$ cat src/rtl/core/rrsa_pkg.sv
// shared types and constants of the round-robin slot allocator
package rrsa_pkg;

    // field widths of the request and the result
    localparam int OP_W       = 3;
    localparam int SLOT_W_IN  = 8;
    localparam int CLIENT_W   = 8;
    localparam int STATUS_W   = 3;
    localparam int GRANT_W    = 3;
    localparam int CFG_W      = 4;
    localparam int IN_DATA_W  = 24;
    localparam int OUT_DATA_W = 8;

    // request field offsets inside tdata
    localparam int OP_LSB     = 0;
    localparam int SLOT_LSB   = OP_LSB + OP_W;
    localparam int CLIENT_LSB = SLOT_LSB + SLOT_W_IN;

    // slot count after reset
    localparam logic [CFG_W-1:0] SLOTS_IN_USE_RESET = 4'd8;

    // request opcodes
    typedef enum logic [OP_W-1:0] {
        OP_OPEN        = 3'd0,
        OP_CLOSE       = 3'd1,
        OP_CHECK_START = 3'd2,
        OP_MARK_BUSY   = 3'd3,
        OP_CHECK_STOP  = 3'd4,
        OP_MARK_IDLE   = 3'd5
    } op_code_t;

    // result status codes
    typedef enum logic [STATUS_W-1:0] {
        ST_OK           = 3'd0,
        ST_FULL         = 3'd1,
        ST_INVALID      = 3'd2,
        ST_NOT_OWNER    = 3'd3,
        ST_ALREADY_BUSY = 3'd4,
        ST_NOT_BUSY     = 3'd5,
        ST_BUSY_CLOSE   = 3'd6
    } status_t;

    // request class as seen by the back end
    typedef enum logic [2:0] {
        CLS_OPEN,
        CLS_CLOSE,
        CLS_CHECK_START,
        CLS_CHECK_STOP,
        CLS_MARK_BUSY,
        CLS_MARK_IDLE,
        CLS_INVALID
    } cmd_class_t;

    // classified request held in the queue
    typedef struct packed {
        cmd_class_t            cls;
        logic [SLOT_W_IN-1:0]  slot;
        logic [CLIENT_W-1:0]   client;
    } cmd_t;

    // queue head seen by the back end
    typedef struct packed {
        logic valid;
        cmd_t cmd;
    } queue_head_t;

    // back end sequencer states
    typedef enum logic [1:0] {
        BK_IDLE,
        BK_SCAN,
        BK_READ
    } back_state_t;

endpackage

$ cat src/rtl/core/rrsa_ram.sv
// generic single write port ram with registered read
module rrsa_ram #(
    parameter int WIDTH = 8,
    parameter int DEPTH = 8
) (
    input  logic                                  clk,
    input  logic                                  wr_en,
    input  logic [(DEPTH > 1 ? $clog2(DEPTH) : 1)-1:0] wr_addr,
    input  logic [WIDTH-1:0]                      wr_data,
    input  logic [(DEPTH > 1 ? $clog2(DEPTH) : 1)-1:0] rd_addr,
    output logic [WIDTH-1:0]                      rd_data
);

    logic [WIDTH-1:0] mem_reg [DEPTH];
    logic [WIDTH-1:0] rd_data_reg;

    // write port
    always_ff @(posedge clk)
    begin
        if (wr_en)
        begin
            mem_reg[wr_addr] <= wr_data;
        end
    end

    // registered read port
    always_ff @(posedge clk)
    begin
        rd_data_reg <= mem_reg[rd_addr];
    end

    assign rd_data = rd_data_reg;

endmodule

$ cat src/rtl/core/rrsa_queue.sv
// two-entry request queue between front and back end
module rrsa_queue (
    input  logic                  clk,
    input  logic                  rst_n,
    input  logic                  push_valid,
    output logic                  push_ready,
    input  rrsa_pkg::cmd_t        push_cmd,
    output rrsa_pkg::queue_head_t head,
    input  logic                  pop
);

    rrsa_pkg::cmd_t entry_reg [2];
    logic [1:0]     count_reg, count_next;
    logic           wr_ptr_reg, wr_ptr_next;
    logic           rd_ptr_reg, rd_ptr_next;
    logic           do_push, do_pop;

    assign push_ready = (count_reg != 2'd2);
    assign do_push    = push_valid && push_ready;
    assign do_pop     = pop && (count_reg != 2'd0);

    assign head.valid = (count_reg != 2'd0);
    assign head.cmd   = entry_reg[rd_ptr_reg];

    // pointer and fill count update
    always_comb
    begin
        wr_ptr_next = do_push ? ~wr_ptr_reg : wr_ptr_reg;
        rd_ptr_next = do_pop ? ~rd_ptr_reg : rd_ptr_reg;
        count_next  = count_reg;
        if (do_push && !do_pop)
        begin
            count_next = count_reg + 2'd1;
        end
        else if (do_pop && !do_push)
        begin
            count_next = count_reg - 2'd1;
        end
    end

    always_ff @(posedge clk or negedge rst_n)
    begin
        if (!rst_n)
        begin
            count_reg  <= 2'd0;
            wr_ptr_reg <= 1'b0;
            rd_ptr_reg <= 1'b0;
        end
        else
        begin
            count_reg  <= count_next;
            wr_ptr_reg <= wr_ptr_next;
            rd_ptr_reg <= rd_ptr_next;
        end
    end

    // entry storage
    always_ff @(posedge clk)
    begin
        if (do_push)
        begin
            entry_reg[wr_ptr_reg] <= push_cmd;
        end
    end

endmodule

$ cat src/rtl/core/rrsa_front.sv
// front end: request intake, slot count register and request classification
module rrsa_front #(
    parameter int MAX_SLOTS = 8
) (
    input  logic                                        clk,
    input  logic                                        rst_n,
    input  logic                                        s_tvalid,
    output logic                                        s_tready,
    input  logic [rrsa_pkg::IN_DATA_W-1:0]              s_tdata,
    input  logic                                        cfg_valid,
    output logic                                        cfg_ready,
    input  logic [rrsa_pkg::CFG_W-1:0]                  cfg_data,
    output logic [(MAX_SLOTS > 1 ? $clog2(MAX_SLOTS) : 1):0] active_count,
    output logic                                        push_valid,
    input  logic                                        push_ready,
    output rrsa_pkg::cmd_t                              push_cmd
);

    localparam int SLOT_W = (MAX_SLOTS > 1) ? $clog2(MAX_SLOTS) : 1;
    localparam int CNT_W  = SLOT_W + 1;

    logic [rrsa_pkg::CFG_W-1:0]     slots_in_use_reg;
    logic [rrsa_pkg::OP_W-1:0]      op;
    logic [rrsa_pkg::SLOT_W_IN-1:0] slot;
    logic [rrsa_pkg::CLIENT_W-1:0]  client;
    logic [CNT_W-1:0]               n;
    logic                           in_range;
    rrsa_pkg::cmd_class_t           cls;

    // slot count register, always ready
    assign cfg_ready = 1'b1;

    always_ff @(posedge clk or negedge rst_n)
    begin
        if (!rst_n)
        begin
            slots_in_use_reg <= rrsa_pkg::SLOTS_IN_USE_RESET;
        end
        else if (cfg_valid && cfg_ready)
        begin
            slots_in_use_reg <= cfg_data;
        end
    end

    // clamp the slot count to 1 .. MAX_SLOTS
    always_comb
    begin
        if (slots_in_use_reg == '0)
        begin
            n = CNT_W'(1);
        end
        else if (32'(slots_in_use_reg) > 32'(MAX_SLOTS))
        begin
            n = CNT_W'(MAX_SLOTS);
        end
        else
        begin
            n = CNT_W'(slots_in_use_reg);
        end
    end

    assign active_count = n;

    // unpack the request
    assign op     = s_tdata[rrsa_pkg::OP_LSB +: rrsa_pkg::OP_W];
    assign slot   = s_tdata[rrsa_pkg::SLOT_LSB +: rrsa_pkg::SLOT_W_IN];
    assign client = s_tdata[rrsa_pkg::CLIENT_LSB +: rrsa_pkg::CLIENT_W];

    assign in_range = (32'(slot) < 32'(n));

    // opcode decode with range check
    always_comb
    begin
        unique case (op)
            rrsa_pkg::OP_OPEN:        cls = rrsa_pkg::CLS_OPEN;
            rrsa_pkg::OP_CLOSE:       cls = rrsa_pkg::CLS_CLOSE;
            rrsa_pkg::OP_CHECK_START: cls = rrsa_pkg::CLS_CHECK_START;
            rrsa_pkg::OP_MARK_BUSY:   cls = rrsa_pkg::CLS_MARK_BUSY;
            rrsa_pkg::OP_CHECK_STOP:  cls = rrsa_pkg::CLS_CHECK_STOP;
            rrsa_pkg::OP_MARK_IDLE:   cls = rrsa_pkg::CLS_MARK_IDLE;
            default:                  cls = rrsa_pkg::CLS_INVALID;
        endcase
        if (!in_range && (cls != rrsa_pkg::CLS_OPEN))
        begin
            cls = rrsa_pkg::CLS_INVALID;
        end
    end

    // hand the classified request to the queue
    assign push_valid      = s_tvalid;
    assign s_tready        = push_ready;
    assign push_cmd.cls    = cls;
    assign push_cmd.slot   = slot;
    assign push_cmd.client = client;

endmodule

$ cat src/rtl/core/rrsa_back.sv
// back end: slot table, round-robin scan and result register
module rrsa_back #(
    parameter int MAX_SLOTS = 8
) (
    input  logic                                        clk,
    input  logic                                        rst_n,
    input  logic [(MAX_SLOTS > 1 ? $clog2(MAX_SLOTS) : 1):0] active_count,
    input  rrsa_pkg::queue_head_t                       head,
    output logic                                        pop,
    output logic                                        m_tvalid,
    input  logic                                        m_tready,
    output logic [rrsa_pkg::OUT_DATA_W-1:0]             m_tdata
);

    localparam int SLOT_W = (MAX_SLOTS > 1) ? $clog2(MAX_SLOTS) : 1;
    localparam int CNT_W  = SLOT_W + 1;

    rrsa_pkg::back_state_t state_reg, state_next;
    rrsa_pkg::cmd_t        cmd_reg, cmd_next;
    logic [MAX_SLOTS-1:0]  taken_reg, taken_next;
    logic [MAX_SLOTS-1:0]  busy_reg, busy_next;
    logic [SLOT_W-1:0]     next_slot_reg, next_slot_next;
    logic [SLOT_W-1:0]     idx_reg, idx_next;
    logic [CNT_W-1:0]      cnt_reg, cnt_next;
    logic                  out_valid_reg, out_valid_next;
    logic [rrsa_pkg::OUT_DATA_W-1:0] out_data_reg, out_data_next;

    logic                          out_free;
    logic                          start;
    logic [SLOT_W-1:0]             head_slot;
    logic [SLOT_W-1:0]             cmd_slot;
    logic [CNT_W-1:0]              idx_inc;
    logic [SLOT_W-1:0]             idx_wrap;
    logic                          scan_last;
    logic                          own_ok;
    logic                          ram_we;
    logic [rrsa_pkg::CLIENT_W-1:0] owner_rd;
    rrsa_pkg::status_t             status;
    logic [rrsa_pkg::GRANT_W-1:0]  granted;
    logic                          result_load;

    assign out_free  = !out_valid_reg || m_tready;
    assign start     = (state_reg == rrsa_pkg::BK_IDLE) && head.valid && out_free;
    assign head_slot = head.cmd.slot[SLOT_W-1:0];
    assign cmd_slot  = cmd_reg.slot[SLOT_W-1:0];

    // round-robin step of the scan pointer
    assign idx_inc   = CNT_W'(idx_reg) + CNT_W'(1);
    assign idx_wrap  = (idx_inc == active_count) ? '0 : idx_inc[SLOT_W-1:0];
    assign scan_last = ((cnt_reg + CNT_W'(1)) == active_count);

    // owner match for the check requests
    assign own_ok = taken_reg[cmd_slot] && (owner_rd == cmd_reg.client);

    // owner store, written on grant, read at the queue head
    rrsa_ram #(
        .WIDTH (rrsa_pkg::CLIENT_W),
        .DEPTH (MAX_SLOTS)
    ) u_owner_ram (
        .clk     (clk),
        .wr_en   (ram_we),
        .wr_addr (idx_reg),
        .wr_data (cmd_reg.client),
        .rd_addr (head_slot),
        .rd_data (owner_rd)
    );

    // next state
    always_comb
    begin
        state_next = state_reg;
        unique case (state_reg)
            rrsa_pkg::BK_IDLE:
            begin
                if (start)
                begin
                    case (head.cmd.cls)
                        rrsa_pkg::CLS_OPEN:
                            state_next = rrsa_pkg::BK_SCAN;
                        rrsa_pkg::CLS_CHECK_START, rrsa_pkg::CLS_CHECK_STOP:
                            state_next = rrsa_pkg::BK_READ;
                        default:
                            state_next = rrsa_pkg::BK_IDLE;
                    endcase
                end
            end
            rrsa_pkg::BK_SCAN:
            begin
                if (!taken_reg[idx_reg] || scan_last)
                begin
                    state_next = rrsa_pkg::BK_IDLE;
                end
            end
            rrsa_pkg::BK_READ:
            begin
                state_next = rrsa_pkg::BK_IDLE;
            end
            default:
            begin
                state_next = rrsa_pkg::BK_IDLE;
            end
        endcase
    end

    // table updates and result
    always_comb
    begin
        cmd_next       = cmd_reg;
        taken_next     = taken_reg;
        busy_next      = busy_reg;
        next_slot_next = next_slot_reg;
        idx_next       = idx_reg;
        cnt_next       = cnt_reg;
        pop            = 1'b0;
        ram_we         = 1'b0;
        status         = rrsa_pkg::ST_OK;
        granted        = '0;
        result_load    = 1'b0;
        unique case (state_reg)
            rrsa_pkg::BK_IDLE:
            begin
                if (start)
                begin
                    pop      = 1'b1;
                    cmd_next = head.cmd;
                    case (head.cmd.cls)
                        rrsa_pkg::CLS_OPEN:
                        begin
                            idx_next = (32'(next_slot_reg) < 32'(active_count)) ?
                                       next_slot_reg : '0;
                            cnt_next = '0;
                        end
                        rrsa_pkg::CLS_CLOSE:
                        begin
                            result_load = 1'b1;
                            if (busy_reg[head_slot])
                            begin
                                status = rrsa_pkg::ST_BUSY_CLOSE;
                            end
                            else
                            begin
                                taken_next[head_slot] = 1'b0;
                                busy_next[head_slot]  = 1'b0;
                            end
                        end
                        rrsa_pkg::CLS_MARK_BUSY:
                        begin
                            result_load          = 1'b1;
                            busy_next[head_slot] = 1'b1;
                        end
                        rrsa_pkg::CLS_MARK_IDLE:
                        begin
                            result_load          = 1'b1;
                            busy_next[head_slot] = 1'b0;
                        end
                        rrsa_pkg::CLS_CHECK_START, rrsa_pkg::CLS_CHECK_STOP:
                        begin
                            // owner read is under way
                        end
                        default:
                        begin
                            result_load = 1'b1;
                            status      = rrsa_pkg::ST_INVALID;
                        end
                    endcase
                end
            end
            rrsa_pkg::BK_SCAN:
            begin
                if (!taken_reg[idx_reg])
                begin
                    // grant the free slot
                    result_load         = 1'b1;
                    granted             = rrsa_pkg::GRANT_W'(idx_reg);
                    taken_next[idx_reg] = 1'b1;
                    busy_next[idx_reg]  = 1'b0;
                    ram_we              = 1'b1;
                    next_slot_next      = idx_wrap;
                end
                else if (scan_last)
                begin
                    result_load = 1'b1;
                    status      = rrsa_pkg::ST_FULL;
                end
                else
                begin
                    idx_next = idx_wrap;
                    cnt_next = cnt_reg + CNT_W'(1);
                end
            end
            rrsa_pkg::BK_READ:
            begin
                result_load = 1'b1;
                if (!own_ok)
                begin
                    status = rrsa_pkg::ST_NOT_OWNER;
                end
                else if (cmd_reg.cls == rrsa_pkg::CLS_CHECK_START)
                begin
                    status = busy_reg[cmd_slot] ? rrsa_pkg::ST_ALREADY_BUSY : rrsa_pkg::ST_OK;
                end
                else
                begin
                    status = busy_reg[cmd_slot] ? rrsa_pkg::ST_OK : rrsa_pkg::ST_NOT_BUSY;
                end
            end
            default:
            begin
                status = rrsa_pkg::ST_OK;
            end
        endcase
    end

    // result register
    always_comb
    begin
        out_valid_next = out_valid_reg;
        out_data_next  = out_data_reg;
        if (out_valid_reg && m_tready)
        begin
            out_valid_next = 1'b0;
        end
        if (result_load)
        begin
            out_valid_next = 1'b1;
            out_data_next  = rrsa_pkg::OUT_DATA_W'({granted, status});
        end
    end

    always_ff @(posedge clk or negedge rst_n)
    begin
        if (!rst_n)
        begin
            state_reg     <= rrsa_pkg::BK_IDLE;
            taken_reg     <= '0;
            busy_reg      <= '0;
            next_slot_reg <= '0;
            out_valid_reg <= 1'b0;
        end
        else
        begin
            state_reg     <= state_next;
            taken_reg     <= taken_next;
            busy_reg      <= busy_next;
            next_slot_reg <= next_slot_next;
            out_valid_reg <= out_valid_next;
        end
    end

    // working registers without reset
    always_ff @(posedge clk)
    begin
        cmd_reg      <= cmd_next;
        idx_reg      <= idx_next;
        cnt_reg      <= cnt_next;
        out_data_reg <= out_data_next;
    end

    assign m_tvalid = out_valid_reg;
    assign m_tdata  = out_data_reg;

endmodule

$ cat src/rtl/core/round_robin_slot_allocator_top.sv
// a close, mark or invalid request passes through a queue entry and the result register;
// a check adds the owner ram read, and an open scans k slots (k = 1 .. n) in the back end
// throughput: one request per cycle for close and marks while the result is taken;
// checks and opens hold the sequencer in its read or scan state; it scans one slot a cycle
// a two-entry queue takes requests while the back end works or a result waits, until full
// reset at once clears taken and busy marks and the scan pointer, sets the slot count to 8
module round_robin_slot_allocator_top #(
    parameter int MAX_SLOTS = 8
) (
    input  logic                             clk,
    input  logic                             rst_n,
    // request: operation [2:0], slot [10:3], client [18:11]
    input  logic                             s_tvalid,
    output logic                             s_tready,
    input  logic [rrsa_pkg::IN_DATA_W-1:0]   s_tdata,
    // result: status [2:0], granted_slot [5:3]
    output logic                             m_tvalid,
    input  logic                             m_tready,
    output logic [rrsa_pkg::OUT_DATA_W-1:0]  m_tdata,
    // slots_in_use write
    input  logic                             cfg_valid,
    output logic                             cfg_ready,
    input  logic [rrsa_pkg::CFG_W-1:0]       cfg_data
);

    localparam int SLOT_W = (MAX_SLOTS > 1) ? $clog2(MAX_SLOTS) : 1;
    localparam int CNT_W  = SLOT_W + 1;

    logic [CNT_W-1:0]      active_count;
    logic                  push_valid;
    logic                  push_ready;
    rrsa_pkg::cmd_t        push_cmd;
    rrsa_pkg::queue_head_t head;
    logic                  pop;

    // intake and classification
    rrsa_front #(
        .MAX_SLOTS (MAX_SLOTS)
    ) u_front (
        .clk          (clk),
        .rst_n        (rst_n),
        .s_tvalid     (s_tvalid),
        .s_tready     (s_tready),
        .s_tdata      (s_tdata),
        .cfg_valid    (cfg_valid),
        .cfg_ready    (cfg_ready),
        .cfg_data     (cfg_data),
        .active_count (active_count),
        .push_valid   (push_valid),
        .push_ready   (push_ready),
        .push_cmd     (push_cmd)
    );

    // request queue
    rrsa_queue u_queue (
        .clk        (clk),
        .rst_n      (rst_n),
        .push_valid (push_valid),
        .push_ready (push_ready),
        .push_cmd   (push_cmd),
        .head       (head),
        .pop        (pop)
    );

    // slot table and sequencer
    rrsa_back #(
        .MAX_SLOTS (MAX_SLOTS)
    ) u_back (
        .clk          (clk),
        .rst_n        (rst_n),
        .active_count (active_count),
        .head         (head),
        .pop          (pop),
        .m_tvalid     (m_tvalid),
        .m_tready     (m_tready),
        .m_tdata      (m_tdata)
    );

`ifndef SYNTH
    // a failing result never reports a granted slot; only an open grants one
    assert property (@(posedge clk) disable iff (!rst_n)
        m_tvalid && (m_tdata[2:0] != rrsa_pkg::ST_OK) |-> (m_tdata[5:3] == '0))
    else $error("granted slot set on a failing result");

    // the back end pops only a present queue entry
    assert property (@(posedge clk) disable iff (!rst_n)
        pop |-> head.valid)
    else $error("pop from an empty request queue");

    // status never takes the unused code
    assert property (@(posedge clk) disable iff (!rst_n)
        m_tvalid |-> (m_tdata[2:0] != 3'd7))
    else $error("result status out of range");

    // the slot count seen by both ends stays within 1 .. MAX_SLOTS
    assert property (@(posedge clk) disable iff (!rst_n)
        (active_count != '0) && (32'(active_count) <= 32'(MAX_SLOTS)))
    else $error("active slot count out of range");
`endif

endmodule
$ cat config.mk
export PLATFORM = sky130hd
export DESIGN_NAME = round_robin_slot_allocator_top
export DESIGN_NICKNAME = d
export VERILOG_FILES = /design/src/rtl/core/rrsa_pkg.sv /design/src/rtl/core/rrsa_ram.sv /design/src/rtl/core/rrsa_queue.sv /design/src/rtl/core/rrsa_front.sv /design/src/rtl/core/rrsa_back.sv /design/src/rtl/core/round_robin_slot_allocator_top.sv
export SDC_FILE = /design/constraint.sdc
export NUM_CORES = 1
export LEC_CHECK = 0
export ABC_AREA = 1
export ABC_CLOCK_PERIOD_IN_PS = 3500
export BUFFER_PORTS_ARGS = -buffer_cell sky130_fd_sc_hd__buf_2
export CAP_MARGIN = 15
export CORE_MARGIN = 2
export CORE_UTILIZATION = 55
export CTS_BUF_LIST = sky130_fd_sc_hd__clkbuf_8
export CTS_CLUSTER_DIAMETER = 120
export CTS_CLUSTER_SIZE = 25
export DETAILED_ROUTE_END_ITERATION = 16
export PLACE_DENSITY = 0.75
export SLEW_MARGIN = 20
export SYNTH_ARGS = -nofsm -noshare
export SYNTH_HDL_FRONTEND = slang
export SYNTH_HIERARCHICAL = 1
export SYNTH_SLANG_ARGS = --single-unit
$ cat constraint.sdc
create_clock -name clk -period 3.5 [get_ports clk]
set_input_delay 1.05 -clock clk [delete_from_list [all_inputs] [get_ports clk]]
set_output_delay 1.05 -clock clk [all_outputs]
set_load 0.03 [all_outputs]
==> results of run 1 <==
==> layer usage <==
metal,wire [µm],part of all wire (%),global-route usage (%)
met2,6990,48,33.4
met1,6640,45,27.4
met4,287,2.0,7.88
met5,0,0,0
met3,686,4.7,4.20
==> per-stage QoR <==
step / instance area, µm² / utilization (%)
after floorplan: 7810 / -
after global placement: 8010 / 57.7
after detailed placement: 8010 / 57.7
after CTS: 8350 / 60.1
after global routing: 8350 / 60.1
final: 8350 / 60.1
==> critical path, stage by stage (launching register included) <==
cell	delay [ps]
sky130_fd_sc_hd__edfxtp_1	610
sky130_fd_sc_hd__clkinv_1	270
sky130_fd_sc_hd__nand2_1	80
sky130_fd_sc_hd__nand3_1	80
sky130_fd_sc_hd__nand2_1	90
sky130_fd_sc_hd__nor2_4	140
sky130_fd_sc_hd__nand2_4	150
sky130_fd_sc_hd__inv_1	120
sky130_fd_sc_hd__nand2_1	110
sky130_fd_sc_hd__nor2_1	580
==> cell type report <==
type	count	share of cell area, %
clock buffer	17	2.80
clock inverter	15	1.32
inverter	144	6.50
multi-input combinational	526	29.6
sequential	157	53.7
tap	180	2.70
timing repair buffer	49	3.36
==> worst max-delay path by stage <==
stage,start,slack [ps],cells past startpoint,to
floorplan,m_tready,980,10,u_queue/count_reg[1]
global placement,m_tready,900,9,u_back/m_tdata[4]
detailed placement,m_tready,870,9,u_back/m_tdata[4]
CTS,u_back/idx_reg[0],880,9,u_back/u_owner_ram/mem_reg[7][1]
global route,u_back/idx_reg[0],630,9,u_back/u_owner_ram/mem_reg[5][2]
finish,u_back/idx_reg[0],880,9,u_back/u_owner_ram/mem_reg[5][4]
==> power by group through the flow <==
| stage | Combinational [W] | Clock, W | Sequential (W) |
|---|---|---|---|
| floorplan | 0.00214 | 0 | 0.00300 |
| global placement | 0.00265 | 0 | 0.00303 |
| detailed placement | 0.00272 | 0 | 0.00305 |
| CTS | 0.00272 | 0.00121 | 0.00301 |
| global route | 0.00310 | 0.00128 | 0.00306 |
| finish | 0.00274 | 0.00119 | 0.00301 |
==> cells in the final DEF, fill, tap and decap left out, types with 5 or more instances in the layout <==
cell / n
sky130_fd_sc_hd__dfxtp_1: 8
sky130_fd_sc_hd__o21ai_0: 42
sky130_fd_sc_hd__buf_4: 14
sky130_fd_sc_hd__inv_1: 130
sky130_fd_sc_hd__clkbuf_8: 17
sky130_fd_sc_hd__nand3_1: 58
sky130_fd_sc_hd__a21oi_1: 9
sky130_fd_sc_hd__edfxtp_1: 119
sky130_fd_sc_hd__nand2_2: 5
sky130_fd_sc_hd__dfrtp_1: 29
sky130_fd_sc_hd__xor2_1: 9
sky130_fd_sc_hd__inv_6: 5
sky130_fd_sc_hd__buf_2: 35
sky130_fd_sc_hd__xnor2_1: 5
sky130_fd_sc_hd__nor2_1: 42
sky130_fd_sc_hd__ha_1: 9
sky130_fd_sc_hd__nand2_1: 297
sky130_fd_sc_hd__inv_2: 12
sky130_fd_sc_hd__nand4_1: 21
==> results.rst, run 1 <==
.. list-table::
   :header-rows: 1

   * - Metric
     - Value
   * - Critical Setup Path Class
     - flip-flop to flip-flop
   * - Clock-pin slew on the worst setup and hold paths
     - 90 ps
   * - Reg-to-reg critical path endpoint
     - u_back/u_owner_ram/mem_reg[5][4]
   * - Static leakage
     - 3.89 nW
   * - Remaining antenna violation count
     - 0
   * - Power share of the combinational group
     - 39.5%
   * - Maximum number of pins on one net before global-route repair
     - 33
   * - Antenna Diode Count
     - 0
   * - Reg-to-reg startpoint
     - u_back/idx_reg[0]
   * - Seq pwr share
     - 43.4%
   * - TritonCTS Sinks
     - 157
   * - Rel. slew slack
     - 49.7%
   * - Number of hold buffers added after cts
     - 0
   * - Max-slew violations
     - 0
   * - Mapped Area
     - 0.00780 mm²
   * - Hold Path Cell Cnt
     - 2
   * - Horizontal die dimension
     - 123 µm
   * - Crit path time final
     - 2620 ps
   * - Area taken by flip-flops and latches
     - 0.00449 mm²
   * - Final count of negative-setup-slack endpoints
     - 0
   * - Synth Warn #
     - 6
   * - Maximum frequency from static timing analysis
     - 0.382 GHz
   * - Total placed cells including tap cells
     - 1,056
   * - Total Die Area
     - 0.0152 mm²
   * - Setup repair after global routing missed its margin
     - no
   * - Fraction of final layout cells sized beyond drive strength 1
     - 12.4%
   * - Detailed Route Iter0 Violations
     - 450
   * - Row count
     - 43
   * - Syn Inst Count
     - 866
   * - Detail Placement HPWL
     - 10,100 µm
   * - Number of clock buffers inserted by TritonCTS
     - 17
   * - Critical path startpoint category
     - flip-flop
   * - Worst hold margin
     - 503 ps
   * - Worst clock skew
     - 19.9 ps
   * - Clock Tree Buf Depth
     - 2
   * - Post-layout power
     - 0.00693 W
   * - Routed length per instance
     - 13.4 µm
   * - Area of combinational cells with multiple inputs
     - 0.00247 mm²
   * - Wire length of the first global-routing pass
     - 23,700 µm
   * - P&R area growth vs syn
     - 7.01%
   * - Internal power
     - 0.00399 W
   * - Final GP Congestion
     - 0.894
   * - Number of vias per cell
     - 5.03
   * - Total global routing track utilization
     - 20.6%
   * - Hold violation count in the final report
     - 0
   * - Switching power
     - 0.00295 W
   * - Drc violations
     - 0
   * - Drt total wl
     - 14,600 µm
   * - Setup Fix Bufs, Post-CTS
     - 0
   * - Port bufs
     - 35
   * - Count of nets after finishing
     - 937
   * - Worst-Skew Late Latency
     - 460 ps
   * - TritonCTS clock tree
     - yes
   * - Depth of the most critical reg-to-reg path
     - 9
   * - Switching power share of the total
     - 42.5%
   * - Worst IR drop on VDD
     - 558 µV
   * - Number of fill cells
     - 1,165
   * - Number of antenna violations at the first check in global routing
     - 0
   * - Part of the cycle the worst path needs
     - 74.8%
   * - Number of cells in the finished layout apart from fillers
     - 1,088
   * - # Max-Cap Violations
     - 0
   * - Worst setup timing slack at the placement stage
     - 870 ps
   * - Detailed-route via count
     - 5,470
   * - # IOs
     - 44
   * - PD cells
     - 830 mW/mm²
   * - Number of global-route vias before repair
     - 4,971
   * - Largest fanout on the critical path
     - 14
   * - CP required
     - 3600 ps
   * - Number of gates resized after CTS
     - 0
   * - Flip-flop count of the largest register after layout
     - 64
   * - Total overflow reported by the global router
     - 0
   * - Data arrival time at the worst-slack endpoint
     - 2710 ps
   * - Clock network power share
     - 17.1%
   * - Total negative slack for setup checks
     - 0 ps
   * - Height of the die
     - 123 µm
   * - Kind of end point of the critical path
     - flip-flop
   * - Transition time at the pin with the least slew margin
     - 755 ps
   * - Min-delay worst type
     - flip-flop to flip-flop
   * - Outcome
     - finished, final reports clean
   * - Area of the core
     - 0.0139 mm²
   * - Worst Setup Slack, final
     - 881 ps
   * - R2r setup slk
     - 880 ps
   * - Mean instance size in the synthesized netlist
     - 9.01 µm²
   * - Clk Tree Root Cell
     - sky130_fd_sc_hd__clkbuf_8
   * - Starting density of the core
     - 56.2%
   * - CTS H-tree lvls
     - 4
   * - TritonRoute pass-1 iters
     - 5
No activity file was read; power rests on OpenSTA's default activity.
==> run 2: changes to the inputs <==
- ABC_CLOCK_PERIOD_IN_PS: 3500 -> 2200
- PLACE_DENSITY: 0.75 -> 0.78
- clock period: 3.5 -> 2.2 ns (I/O delays scaled with it)
==> results.rst, run 2 (synthesized netlist as in run 1, its figures left out) <==
.. list-table::
   :header-rows: 1

   * - Metric
     - Value
   * - Maximum frequency from static timing analysis
     - 0.476 GHz
   * - Total global routing track utilization
     - 21.9%
   * - Number of vias per cell
     - 5.12
   * - Area of combinational cells with multiple inputs
     - 0.00252 mm²
   * - Reg-to-reg startpoint
     - u_back/idx_reg[0]
   * - Transition time at the pin with the least slew margin
     - 729 ps
   * - Cell seen most often among critical-path stages
     - sky130_fd_sc_hd__nand2_1
   * - Routing layer with the top usage in global route
     - met2
   * - P&R area growth vs syn
     - 11.4%
   * - Min-delay worst type
     - primary input to async pin
   * - CTS H-tree lvls
     - 4
   * - # Max-Cap Violations
     - 0
   * - Largest fanout on the critical path
     - 6
   * - Part of the cycle the worst path needs
     - 95.6%
   * - Number of fill cells
     - 1,141
   * - Met2 demand-to-capacity share in global routing
     - 34.3%
   * - Kind of end point of the critical path
     - flip-flop
   * - Total overflow reported by the global router
     - 0
   * - Count of nets after finishing
     - 969
   * - Rel. slew slack
     - 51.4%
   * - Worst-Skew Late Latency
     - 450 ps
   * - Hold violation count in the final report
     - 0
   * - Worst hold margin
     - 253 ps
   * - Height of the die
     - 123 µm
   * - Maximum number of pins on one net before global-route repair
     - 33
   * - GR met1 Demand/Resource
     - 29.7%
   * - Static leakage
     - 4.08 nW
   * - Detail Placement HPWL
     - 10,700 µm
   * - Origin of the worst setup path
     - u_back/idx_reg[0]
   * - Leading cell types in the layout, fill and taps excluded
     - sky130_fd_sc_hd__nand2_1 (292), sky130_fd_sc_hd__inv_1 (127), sky130_fd_sc_hd__edfxtp_1 (119)
   * - Setup repair after global routing missed its margin
     - yes
   * - Clk Tree Root Cell
     - sky130_fd_sc_hd__clkbuf_8
   * - Area of the core
     - 0.0139 mm²
   * - Max-slew violations
     - 0
   * - Met3 track utilization from global routing
     - 5.49%
   * - # IOs
     - 44
   * - TritonCTS Sinks
     - 157
   * - TritonRoute pass-1 iters
     - 5
   * - Fraction of final layout cells sized beyond drive strength 1
     - 17.1%
   * - Total Die Area
     - 0.0152 mm²
   * - Row count
     - 43
   * - Critical Setup Path Class
     - flip-flop to flip-flop
   * - Clock Tree Buf Depth
     - 2
   * - Slowest stage cell, crit path
     - sky130_fd_sc_hd__edfxtp_1
   * - Critical path startpoint category
     - flip-flop
   * - TritonCTS clock tree
     - yes
   * - PD cells
     - 1360 mW/mm²
   * - Drc violations
     - 0
   * - R2r setup slk
     - 100 ps
   * - Series of cell instances along the critical path
     - buf_4 -> ha_1 -> or2_2 -> nand2_1 -> xor2_1 -> nand4_1 -> nand2_1 -> o22ai_1
   * - Final count of negative-setup-slack endpoints
     - 0
   * - Delay contributed by the slowest stage of the critical path
     - 510 ps
   * - Clock-pin slew on the worst setup and hold paths
     - 90 ps
   * - Data arrival time at the worst-slack endpoint
     - 2290 ps
   * - Number of antenna violations at the first check in global routing
     - 0
   * - Critical path depth
     - 8
   * - Worst clock skew
     - 15.9 ps
   * - Detailed Route Iter0 Violations
     - 517
   * - Kind of cell with the highest combined delay on the critical path
     - simple AND/OR/NAND/NOR gates
   * - Crit path time final
     - 2100 ps
   * - Number of buffers and inverters on the critical path
     - 1
   * - Flip-flop count of the largest register after layout
     - 64
   * - Remaining antenna violation count
     - 0
   * - Drt total wl
     - 15,500 µm
   * - Final GP Congestion
     - 0.938
   * - Area taken by flip-flops and latches
     - 0.00449 mm²
   * - Most common cell after layout, fill and taps aside
     - sky130_fd_sc_hd__nand2_1
   * - Port bufs
     - 35
   * - Starting density of the core
     - 56.2%
   * - Number of global-route vias before repair
     - 5,274
   * - Routed length per instance
     - 13.9 µm
   * - Number of clock buffers inserted by TritonCTS
     - 17
   * - Wire length of the first global-routing pass
     - 25,000 µm
   * - Horizontal die dimension
     - 123 µm
   * - Worst IR drop on VDD
     - 813 µV
   * - CP required
     - 2390 ps
   * - Number of hold buffers added after cts
     - 0
   * - Outcome
     - finished, final reports clean
   * - Depth of the most critical reg-to-reg path
     - 8
   * - Detailed-route via count
     - 5,725
   * - Total negative slack for setup checks
     - 0 ps
   * - Antenna Diode Count
     - 0
run 2: cell types whose count changed in the layout (fill, tap and decap cells not counted), moves of 2 or more:
| cell | before | now |
|---|---|---|
| sky130_fd_sc_hd__inv_1 | 130 | 127 |
| sky130_fd_sc_hd__nand3_1 | 58 | 56 |
| sky130_fd_sc_hd__nand2_2 | 5 | 10 |
| sky130_fd_sc_hd__nor2_4 | 1 | 4 |
| sky130_fd_sc_hd__inv_2 | 12 | 15 |
| sky130_fd_sc_hd__buf_4 | 14 | 46 |
| sky130_fd_sc_hd__nor2_2 | 2 | 5 |
| sky130_fd_sc_hd__bufinv_16 | 0 | 3 |
| sky130_fd_sc_hd__clkinvlp_4 | 3 | 0 |
| sky130_fd_sc_hd__nor2_1 | 42 | 36 |
| sky130_fd_sc_hd__nand3_2 | 3 | 5 |
| sky130_fd_sc_hd__nand2_1 | 297 | 292 |
run 2: cell type report:
class                      instances  area share [%]
clock buffer                      17            2.69
clock inverter                    13            1.87
inverter                         144            6.25
multi-input combinational        526            29.0
sequential                       157            51.6
tap                              180            2.59
timing repair buffer              81            5.99
run 2: path summary, 6_finish.rpt:
check / to
worst min register to register: flip-flop
max in group asynchronous: async pin
min in group clk: u_queue/entry_reg[0][3]
worst min-delay path: async pin
worst max-delay path: u_back/idx_reg[1]
worst max register to register: u_back/idx_reg[1]
run 2: metal layers:
layer	share of wire [%]	wire length [µm]	vias up
met5	0	0	-
met4	2.3	359	0
met3	6.5	1010	33
met2	48	7420	186
met1	43	6730	2645
li1	-	-	2861
run 2: timing repair:
| action | CTS | global route |
|---|---|---|
| gates cloned | 0 | 0 |
| endpoints found under the setup margin | 24 | 62 |
| resized for setup | 4 | 15 |
| pin swaps | 0 | 1 |
| buffers inserted | 0 | 2 |
run 2: per-stage QoR:
step           setup slack [ps]  cell area (µm²)  utilization [%]  total power (W)  cells
3_3_place_gp               -100             8230             59.3          0.00937   1086
3_5_place_dp               -148             8230             59.3          0.00952   1086
2_1_floorplan             -13.8             7810                -          0.00818    867
4_1_cts                   -13.3             8640             62.2           0.0117   1116
5_1_grt                   -1.46             8690             62.6           0.0126   1118
6_report                   97.5             8690             62.6           0.0118   1118
run 2: report_power, final:
group | internal (W) | switching, W | total, W
Sequential | 0.00423 | 0.000466 | 0.00470
Clock | 0.00112 | 0.00105 | 0.00217
Combinational | 0.00159 | 0.00333 | 0.00492
